`src/rtl/mhed_pkg.sv`:
```
`default_nettype none

package mhed_pkg;

    // Fixed field widths
    localparam int CH_W      = 3;
    localparam int SMP_W     = 12;
    localparam int LVL_W     = 12;
    localparam int SUM_W     = 17;
    localparam int CFG_IDX_W = 1;

    // Defaults for the top-level parameters
    localparam int DEF_CHANNELS         = 6;
    localparam int DEF_BASELINE_SAMPLES = 20;

    // Reset values of the level registers
    localparam logic [LVL_W-1:0] DEF_TRIGGER = 12'd80;
    localparam logic [LVL_W-1:0] DEF_RELEASE = 12'd40;

    // Depth of the request queue and the result queue (power of two)
    localparam int QUEUE_DEPTH = 4;

    // Shift of the reciprocal multiply that forms the baseline mean
    localparam int DIV_SHIFT = 24;

    typedef enum logic [CFG_IDX_W-1:0] {
        REG_TRIGGER = 1'b0,
        REG_RELEASE = 1'b1
    } t_cfg_reg;

    typedef struct packed {
        logic [CH_W-1:0]  channel;
        logic [SMP_W-1:0] sample;
        logic             in_range;
    } t_item;

    typedef struct packed {
        logic [CH_W-1:0]  channel_echo;
        logic             calibrating;
        logic             event_res;
        logic             active;
        logic [SMP_W-1:0] difference;
    } t_result;

endpackage

`default_nettype wire

```
`src/rtl/mhed_fifo.sv`:
```
`default_nettype none

module mhed_fifo #(
    parameter int W     = 8,
    parameter int DEPTH = 4
) (
    input  wire logic         i_clk,
    input  wire logic         i_rst_n,
    input  wire logic         i_push,
    input  wire logic [W-1:0] i_data,
    output logic              o_full,
    input  wire logic         i_pop,
    output logic              o_empty,
    output logic [W-1:0]      o_data
);
    localparam int PTR_W = (DEPTH > 1) ? $clog2(DEPTH) : 1;
    localparam int CNT_W = $clog2(DEPTH + 1);

    logic [W-1:0]     r_mem [DEPTH];
    logic [PTR_W-1:0] r_wr_ptr, n_wr_ptr;
    logic [PTR_W-1:0] r_rd_ptr, n_rd_ptr;
    logic [CNT_W-1:0] r_count, n_count;
    logic             do_push, do_pop;

    assign o_full  = (r_count == CNT_W'(DEPTH));
    assign o_empty = (r_count == '0);
    assign o_data  = r_mem[r_rd_ptr];

    assign do_push = i_push && !o_full;
    assign do_pop  = i_pop && !o_empty;

    always_comb begin
        n_wr_ptr = r_wr_ptr;
        n_rd_ptr = r_rd_ptr;
        n_count  = r_count;
        if (do_push) begin
            n_wr_ptr = (r_wr_ptr == PTR_W'(DEPTH - 1)) ? '0 : r_wr_ptr + 1'b1;
        end
        if (do_pop) begin
            n_rd_ptr = (r_rd_ptr == PTR_W'(DEPTH - 1)) ? '0 : r_rd_ptr + 1'b1;
        end
        if (do_push && !do_pop) begin
            n_count = r_count + 1'b1;
        end else if (do_pop && !do_push) begin
            n_count = r_count - 1'b1;
        end
    end

    always_ff @(posedge i_clk) begin
        if (!i_rst_n) begin
            r_wr_ptr <= '0;
            r_rd_ptr <= '0;
            r_count  <= '0;
        end else begin
            r_wr_ptr <= n_wr_ptr;
            r_rd_ptr <= n_rd_ptr;
            r_count  <= n_count;
        end
    end

    always_ff @(posedge i_clk) begin
        if (do_push) begin
            r_mem[r_wr_ptr] <= i_data;
        end
    end

endmodule

`default_nettype wire

```
`src/rtl/mhed_front.sv`:
```
`default_nettype none

module mhed_front #(
    parameter int CHANNELS = 6
) (
    input  wire logic                        i_push,
    input  wire logic [mhed_pkg::CH_W-1:0]   i_channel,
    input  wire logic [mhed_pkg::SMP_W-1:0]  i_sample,
    output logic                             o_full,
    input  wire logic                        i_q_full,
    output logic                             o_q_push,
    output mhed_pkg::t_item                  o_q_item
);
    import mhed_pkg::*;

    // Tag each request with whether its channel exists
    always_comb begin
        o_q_item.channel  = i_channel;
        o_q_item.sample   = i_sample;
        o_q_item.in_range = ({1'b0, i_channel} < (CH_W + 1)'(CHANNELS));
    end

    assign o_full   = i_q_full;
    assign o_q_push = i_push && !i_q_full;

endmodule

`default_nettype wire

```
`src/rtl/mhed_back.sv`:
```
`default_nettype none

module mhed_back #(
    parameter int CHANNELS         = 6,
    parameter int BASELINE_SAMPLES = 20
) (
    input  wire logic                            i_clk,
    input  wire logic                            i_rst_n,
    input  wire logic                            i_cfg_we,
    input  wire logic [mhed_pkg::CFG_IDX_W-1:0]  i_cfg_idx,
    input  wire logic [mhed_pkg::LVL_W-1:0]      i_cfg_data,
    input  wire logic                            i_q_empty,
    input  mhed_pkg::t_item                      i_q_item,
    output logic                                 o_q_pop,
    input  wire logic                            i_r_full,
    output logic                                 o_r_push,
    output mhed_pkg::t_result                    o_r_data
);
    import mhed_pkg::*;

    localparam int IDX_W   = (CHANNELS > 1) ? $clog2(CHANNELS) : 1;
    localparam int CNT_W   = $clog2(BASELINE_SAMPLES + 1);
    localparam int RECIP_W = DIV_SHIFT + 1;
    localparam int PROD_W  = SUM_W + RECIP_W;
    localparam logic [RECIP_W-1:0] RECIP =
        RECIP_W'((2 ** DIV_SHIFT + BASELINE_SAMPLES - 1) / BASELINE_SAMPLES);

    logic [LVL_W-1:0] r_trigger, r_release;

    logic [SMP_W-1:0] r_base   [CHANNELS];
    logic [SUM_W-1:0] r_sum    [CHANNELS];
    logic [CNT_W-1:0] r_count  [CHANNELS];
    logic             r_active [CHANNELS];

    logic             r_div_pend;
    logic [IDX_W-1:0] r_div_ch;

    logic [IDX_W-1:0]  idx;
    logic              hazard, go;
    logic              calib, start_div;
    logic [SUM_W-1:0]  sum_n;
    logic [CNT_W-1:0]  cnt_n;
    logic [SMP_W-1:0]  base, diff;
    logic              act_old, act_n, ev;
    logic [PROD_W-1:0] prod;

    assign idx = i_q_item.channel[IDX_W-1:0];

    // Hold the head while its channel's baseline is still being written
    assign hazard  = r_div_pend && i_q_item.in_range && (idx == r_div_ch);
    assign go      = !i_q_empty && !i_r_full && !hazard;
    assign o_q_pop = go;

    always_comb begin
        calib     = 1'b0;
        start_div = 1'b0;
        sum_n     = r_sum[idx];
        cnt_n     = r_count[idx];
        base      = r_base[idx];
        act_old   = r_active[idx];
        act_n     = act_old;
        ev        = 1'b0;
        diff      = '0;
        if (i_q_item.in_range) begin
            if (r_count[idx] < CNT_W'(BASELINE_SAMPLES)) begin
                calib = 1'b1;
                sum_n = r_sum[idx] + SUM_W'(i_q_item.sample);
                cnt_n = r_count[idx] + 1'b1;
                start_div = (cnt_n == CNT_W'(BASELINE_SAMPLES));
            end else begin
                diff = (i_q_item.sample >= base) ? (i_q_item.sample - base)
                                                 : (base - i_q_item.sample);
                if (!act_old) begin
                    if (diff > r_trigger) begin
                        act_n = 1'b1;
                        ev    = 1'b1;
                    end
                end else if (diff < r_release) begin
                    act_n = 1'b0;
                end
            end
        end
    end

    // Mean of the finished sum, taken from the stored sum of the pending channel
    always_comb begin
        prod = PROD_W'(r_sum[r_div_ch]) * PROD_W'(RECIP);
    end

    always_comb begin
        o_r_push              = go;
        o_r_data.channel_echo = i_q_item.channel;
        o_r_data.calibrating  = calib;
        o_r_data.event_res    = ev;
        o_r_data.active       = (i_q_item.in_range && !calib) ? act_n : 1'b0;
        o_r_data.difference   = diff;
    end

    always_ff @(posedge i_clk) begin
        if (!i_rst_n) begin
            r_trigger <= DEF_TRIGGER;
            r_release <= DEF_RELEASE;
        end else if (i_cfg_we) begin
            unique case (t_cfg_reg'(i_cfg_idx))
                REG_TRIGGER: r_trigger <= i_cfg_data;
                REG_RELEASE: r_release <= i_cfg_data;
            endcase
        end
    end

    always_ff @(posedge i_clk) begin
        if (!i_rst_n) begin
            r_div_pend <= 1'b0;
            for (int i = 0; i < CHANNELS; i++) begin
                r_sum[i]    <= '0;
                r_count[i]  <= '0;
                r_active[i] <= 1'b0;
            end
        end else begin
            r_div_pend <= go && start_div;
            if (go && i_q_item.in_range) begin
                r_sum[idx]    <= sum_n;
                r_count[idx]  <= cnt_n;
                r_active[idx] <= act_n;
            end
        end
    end

    // Store the mean as the baseline in the cycle after the last baseline sample
    always_ff @(posedge i_clk) begin
        r_div_ch <= idx;
        if (r_div_pend) begin
            r_base[r_div_ch] <= prod[DIV_SHIFT +: SMP_W];
        end
    end

endmodule

`default_nettype wire

```
`src/rtl/multichannel_hall_event_detector.sv`:
```
`default_nettype none

// Multichannel baseline and hysteresis event detector.
//
// Input requests: drive i_channel and i_sample with push; a request is taken
// at a rising edge with push high and full low. Results come out of a queue:
// while empty is low the oldest result sits on the o_ ports, and it leaves at
// a rising edge with pop high. Every request yields exactly one result.
// Levels: write i_cfg_data to register i_cfg_idx (0 trigger, 1 release) with
// i_cfg_we high; the write lands at that edge.
//
// A result enters the result queue when the back end takes its request off the request queue.
// Throughput: one request per cycle while the result queue has room, set by the
// read-modify-write of the per-channel state. A request on a channel right after
// the sample that completes that channel's baseline waits while the mean from
// the reciprocal multiplier is written back.
//
// Reset clears all counts, sums and channel states, empties both queues and
// loads the levels with 80 and 40. When the receiver stops popping, the result
// queue fills, the back end holds, then the request queue fills and full rises.
module multichannel_hall_event_detector #(
    parameter int CHANNELS         = mhed_pkg::DEF_CHANNELS,
    parameter int BASELINE_SAMPLES = mhed_pkg::DEF_BASELINE_SAMPLES
) (
    input  wire logic                            i_clk,
    input  wire logic                            i_rst_n,
    input  wire logic                            i_cfg_we,
    input  wire logic [mhed_pkg::CFG_IDX_W-1:0]  i_cfg_idx,
    input  wire logic [mhed_pkg::LVL_W-1:0]      i_cfg_data,
    input  wire logic                            push,
    output logic                                 full,
    input  wire logic [mhed_pkg::CH_W-1:0]       i_channel,
    input  wire logic [mhed_pkg::SMP_W-1:0]      i_sample,
    output logic                                 empty,
    input  wire logic                            pop,
    output logic [mhed_pkg::CH_W-1:0]            o_channel_echo,
    output logic                                 o_calibrating,
    output logic                                 o_event_res,
    output logic                                 o_active,
    output logic [mhed_pkg::SMP_W-1:0]           o_difference
);
    import mhed_pkg::*;

    localparam int ITEM_W = $bits(t_item);
    localparam int RES_W  = $bits(t_result);

    logic    fq_push, fq_full, fq_empty, fq_pop;
    t_item   fq_in, fq_out;
    logic    rq_push, rq_full;
    t_result rq_in, rq_out;

    // Front: tag requests and hand them to the request queue
    mhed_front #(
        .CHANNELS (CHANNELS)
    ) u_front (
        .i_push    (push),
        .i_channel (i_channel),
        .i_sample  (i_sample),
        .o_full    (full),
        .i_q_full  (fq_full),
        .o_q_push  (fq_push),
        .o_q_item  (fq_in)
    );

    mhed_fifo #(
        .W     (ITEM_W),
        .DEPTH (QUEUE_DEPTH)
    ) u_req_q (
        .i_clk   (i_clk),
        .i_rst_n (i_rst_n),
        .i_push  (fq_push),
        .i_data  (fq_in),
        .o_full  (fq_full),
        .i_pop   (fq_pop),
        .o_empty (fq_empty),
        .o_data  (fq_out)
    );

    // Back: update per-channel state and produce one result per request
    mhed_back #(
        .CHANNELS         (CHANNELS),
        .BASELINE_SAMPLES (BASELINE_SAMPLES)
    ) u_back (
        .i_clk      (i_clk),
        .i_rst_n    (i_rst_n),
        .i_cfg_we   (i_cfg_we),
        .i_cfg_idx  (i_cfg_idx),
        .i_cfg_data (i_cfg_data),
        .i_q_empty  (fq_empty),
        .i_q_item   (fq_out),
        .o_q_pop    (fq_pop),
        .i_r_full   (rq_full),
        .o_r_push   (rq_push),
        .o_r_data   (rq_in)
    );

    // Result queue parts the back end from the receiver
    mhed_fifo #(
        .W     (RES_W),
        .DEPTH (QUEUE_DEPTH)
    ) u_res_q (
        .i_clk   (i_clk),
        .i_rst_n (i_rst_n),
        .i_push  (rq_push),
        .i_data  (rq_in),
        .o_full  (rq_full),
        .i_pop   (pop),
        .o_empty (empty),
        .o_data  (rq_out)
    );

    assign o_channel_echo = rq_out.channel_echo;
    assign o_calibrating  = rq_out.calibrating;
    assign o_event_res    = rq_out.event_res;
    assign o_active       = rq_out.active;
    assign o_difference   = rq_out.difference;

endmodule

`default_nettype wire

```
`config.mk`:
```
export PLATFORM = sky130hd
export DESIGN_NAME = multichannel_hall_event_detector
export DESIGN_NICKNAME = d
export VERILOG_FILES = /design/src/rtl/mhed_pkg.sv /design/src/rtl/mhed_fifo.sv /design/src/rtl/mhed_front.sv /design/src/rtl/mhed_back.sv /design/src/rtl/multichannel_hall_event_detector.sv
export SDC_FILE = /design/constraint.sdc
export NUM_CORES = 1
export LEC_CHECK = 0
export BUFFER_PORTS_ARGS = -buffer_cell sky130_fd_sc_hd__buf_4
export CAP_MARGIN = 20
export CORE_ASPECT_RATIO = 1.25
export CORE_MARGIN = 3
export CORE_UTILIZATION = 47
export DETAILED_ROUTE_END_ITERATION = 10
export HOLD_SLACK_MARGIN = 0.1
export PLACE_DENSITY = 0.75
export SKIP_CTS_REPAIR_TIMING = 1
export SYNTH_ARGS = -nofsm -noshare
export SYNTH_HDL_FRONTEND = slang
export SYNTH_HIERARCHICAL = 1
export SYNTH_SLANG_ARGS = --single-unit
```
`constraint.sdc`:
```
create_clock -name i_clk -period 7.1 [get_ports i_clk]
set_clock_uncertainty 0.2 [all_clocks]
set_input_delay 1.42 -clock i_clk [delete_from_list [all_inputs] [get_ports i_clk]]
set_output_delay 1.42 -clock i_clk [all_outputs]
set_load 0.02 [all_outputs]
```
==> insert_results.sql <==
INSERT INTO impl_metrics (metric_group, metric, value, unit) VALUES
('critical_path', 'crit_path_cell_trace', 'buf_12, mux4_2, mux2_2, ha_1, inv_1, fa_1, fa_1, fa_1, inv_1, fa_1, inv_1, fa_1, inv_1, ha_1, nand4_1, o21ai_0, a31oi_1, nor2_1, nor2_1, o21ai_2, a21o_1, a311o_1', ''),
('finish', 'fill_cells', '4416', ''),
('synthesis', 'synth_top_area_share', '45.2', '%'),
('die', 'floorplan.die.height', '268', 'um'),
('die', 'die_area', '57600', 'um^2'),
('global_routing', 'first_pass_grt_wire_length', '91900', 'um'),
('synthesis', 'ys_top_cells_by_count', 'sky130_fd_sc_hd__edfxtp_1 (387), sky130_fd_sc_hd__inv_1 (227), sky130_fd_sc_hd__ha_1 (197), sky130_fd_sc_hd__nor2_1 (173), sky130_fd_sc_hd__nand2_1 (145)', ''),
('timing', 'period_needed', '6.91', 'ns'),
('placement', 'hpwl', '41500', 'um'),
('die', 'io_pins', '53', ''),
('critical_path', 'worst_setup_path_end_kind', 'flop', ''),
('finish', 'antenna_cells', '0', ''),
('timing', 'timing.max_slew.rel_slack', '34.9', '%'),
('drt', 'vias', '16000', ''),
('timing', 'final_max_slew_viol_count', '0', ''),
('global_routing', 'gr-usage-met3', '2.77', '%'),
('synthesis', 'synth_most_common_cell', 'sky130_fd_sc_hd__edfxtp_1', ''),
('outcome', 'run_status', 'complete, no violations', ''),
('timing', 'hold_violations', '0', ''),
('synthesis', 'synth_area_leaders', 'sky130_fd_sc_hd__edfxtp_1 (45%), sky130_fd_sc_hd__mux4_2 (9.8%), sky130_fd_sc_hd__ha_1 (9.6%)', ''),
('critical_path', 'critPathMostFrequentCell', 'sky130_fd_sc_hd__fa_1', ''),
('drt', 'routed_wire_length_per_instance', '21.3', 'um'),
('die', 'core_footprint', '54000', 'um^2'),
('synthesis', 'synth-main-ff-cell', 'sky130_fd_sc_hd__edfxtp_1', ''),
('critical_path', 'timing.setup.critical_path_class', 'flop to flop', ''),
('drt', 'ant_nets', '0', ''),
('timing', 'setup_viol', '0', ''),
('die', 'std_cell_rows', '95', ''),
('critical_path', 'critical_path_arrival', '6.98', 'ns'),
('cts', 'cts_tree', 'built', ''),
('critical_path', 'critical-path-slowest-cell', 'sky130_fd_sc_hd__fa_1', ''),
('timing', 'max_freq', '145', 'MHz'),
('cts', 'clock_insertion_delay_worst_skew', '0.56', 'ns'),
('global_routing', 'grt_start_max_net_pins', '61', ''),
('synthesis', 'synth_nets', '2278', ''),
('global_routing', 'first_global_vias', '16800', ''),
('die', 'chipWidth', '215', 'um'),
('synthesis', 'postSynth.asyncResetShare', '0', '%'),
('finish', 'layout.nets', '2339', ''),
('drt', 'drc_errors', '0', ''),
('global_routing', 'global_route.usage.met2', '38.8', '%'),
('global_routing', 'grt_use_met1', '23.5', '%'),
('critical_path', 'worstPathMaxFanout', '14', ''),
('run', 'drv.max_cap_violation_count', '0', ''),
('placement', 'pre_cts_slack', '0.0744', 'ns'),
('global_routing', 'grt_peak_use_layer', 'met2', ''),
('cts', 'cts_bufs_inserted', '44', ''),
('drt', 'route.detailed.vias_per_inst', '5.76', ''),
('global_routing', 'grt.total_usage', '20.5', '%'),
('timing', 'pin_slew_with_the_least_headroom_to_its_limit', '0.977', 'ns'),
('finish', 'instances_no_fill', '2783', ''),
('synthesis', 'synth-seq-cells', '438', ''),
('global_routing', 'grt-ovfl-total', '0', ''),
('synthesis', 'yosys_warnings', '6', ''),
('synthesis', 'syn-instance-count', '1961', ''),
('synthesis', 'mappedNetlistArea', '25700', 'um^2'),
('cts', 'cts.reportedPaths.clkPinSlew', '0.06', 'ns'),
('critical_path', 'critical-path-max-stage-delay', '0.56', 'ns'),
('placement', 'portBuffers', '52', ''),
('cts', 'clk_path_buf_depth', '3', ''),
('synthesis', 'ys_types', '74', ''),
('cts', 'clock-sinks', '438', ''),
('drt', 'drt-total-wl', '59300', 'um'),
('min_path', 'min_path_type', 'flop to flop', ''),
('synthesis', 'synth_enable_flop_cells', '387', ''),
('critical_path', 'setup.worst_path.start_class', 'flop', ''),
('global_routing', 'antenna_found_initial', '1', ''),
('placement', 'gp_routability_congestion', '0.904', ''),
('finish', 'area.growth.synth_to_final', '11.1', '%'),
('finish', 'drive_gt1_share', '16.8', '%'),
('synthesis', 'largest_area_contributor_in_the_netlist', 'sky130_fd_sc_hd__edfxtp_1', '');
state kept, by name, summed over array words and instances (netlist names), 8 cells and up, named ones only:
register and flops:
u_back/r_active 8, u_back/r_count 40, u_back/r_release 12, u_back/r_base 72, u_back/r_sum 136, u_back/r_trigger 12
u_req_q/r_mem 64, u_res_q/r_mem 72
cells by family (layout without fill, tap and decap cells):
kind of cell,count (synthesis),count (layout),synth area share (%)
AOI/OAI and AO/OA,228,228,6.01
xor gates and xnor gates,39,39,1.33
adders and majority gates,284,284,16.4
buffers and inverters,332,427,5.66
DFF,438,438,49.2
muxes,180,180,13.4
and+or+nand+nor,460,460,8.05
per-layer routing:
metal | part of all wire, % | vias up
met5 | 0 | -
met4 | 3.8 | 0
met3 | 5.9 | 141
met2 | 54 | 644
met1 | 37 | 8070
li1 | - | 7183
worst paths after layout:
| check | start | endpoint | slack, ns | cells after the start |
|---|---|---|---|---|
| setup / recovery | u_back/r_div_ch[0] | u_back/r_base[4][11] | 0.19 | 22 |
| hold / removal | u_back/r_trigger[7] | u_back/r_trigger[7] | 0.27 | 2 |
| setup reg to reg | u_back/r_div_ch[0] | u_back/r_base[4][11] | 0.19 | 22 |
| hold reg to reg | u_back/r_trigger[7] | u_back/r_trigger[7] | 0.27 | 2 |
metrics by stage:
step | hold slack, ns | cell area (um^2) | setup TNS [ns] | utilization [%]
3_5_place_dp | 0.258 | 26900 | 0 | 49.9
3_3_place_gp | 0.254 | 26900 | 0 | 49.9
6_report | 0.266 | 28600 | 0 | 52.9
5_1_grt | 0.294 | 28600 | -0.0919 | 52.9
4_1_cts | 0.267 | 28400 | 0 | 52.6
2_1_floorplan | 0.241 | 25700 | 0 | -
cell type report:
type                       instances  area (um^2)  area share (%)
clock inverter                    25          246           0.863
inverter                         229          860            3.01
clock buffer                      55         1210            4.24
tap                              727          910            3.18
timing repair buffer             118          963            3.37
sequential                       438        12600            44.3
multi-input combinational       1191        11700            41.0
worst max-delay path: cells and delay by family (launching register included):
| kind | cells | cell delay, ns |
|---|---|---|
| fa+ha+maj | 7 | 3.33 |
| compound gates | 5 | 1.07 |
| mux | 2 | 0.82 |
| flops | 1 | 0.43 |
| buf+inv | 5 | 0.42 |
| simple gates | 3 | 0.36 |
placed cells by master (no fill, tap or decap), types with 24 or more instances in the layout:
| cell | instances |
|---|---|
| sky130_fd_sc_hd__clkbuf_16 | 47 |
| sky130_fd_sc_hd__nand2_1 | 145 |
| sky130_fd_sc_hd__a21o_1 | 42 |
| sky130_fd_sc_hd__edfxtp_1 | 387 |
| sky130_fd_sc_hd__ha_1 | 197 |
| sky130_fd_sc_hd__fa_1 | 86 |
| sky130_fd_sc_hd__dfxtp_1 | 50 |
| sky130_fd_sc_hd__nor2_1 | 171 |
| sky130_fd_sc_hd__mux2i_1 | 38 |
| sky130_fd_sc_hd__a21boi_0 | 24 |
| sky130_fd_sc_hd__nand3_1 | 26 |
| sky130_fd_sc_hd__a21oi_1 | 47 |
| sky130_fd_sc_hd__buf_4 | 113 |
| sky130_fd_sc_hd__o21ai_0 | 35 |
| sky130_fd_sc_hd__mux4_2 | 112 |
| sky130_fd_sc_hd__inv_1 | 227 |
Power is not shown: default switching activity piles up to over one toggle a cycle in this logic, so the estimate is an artifact.
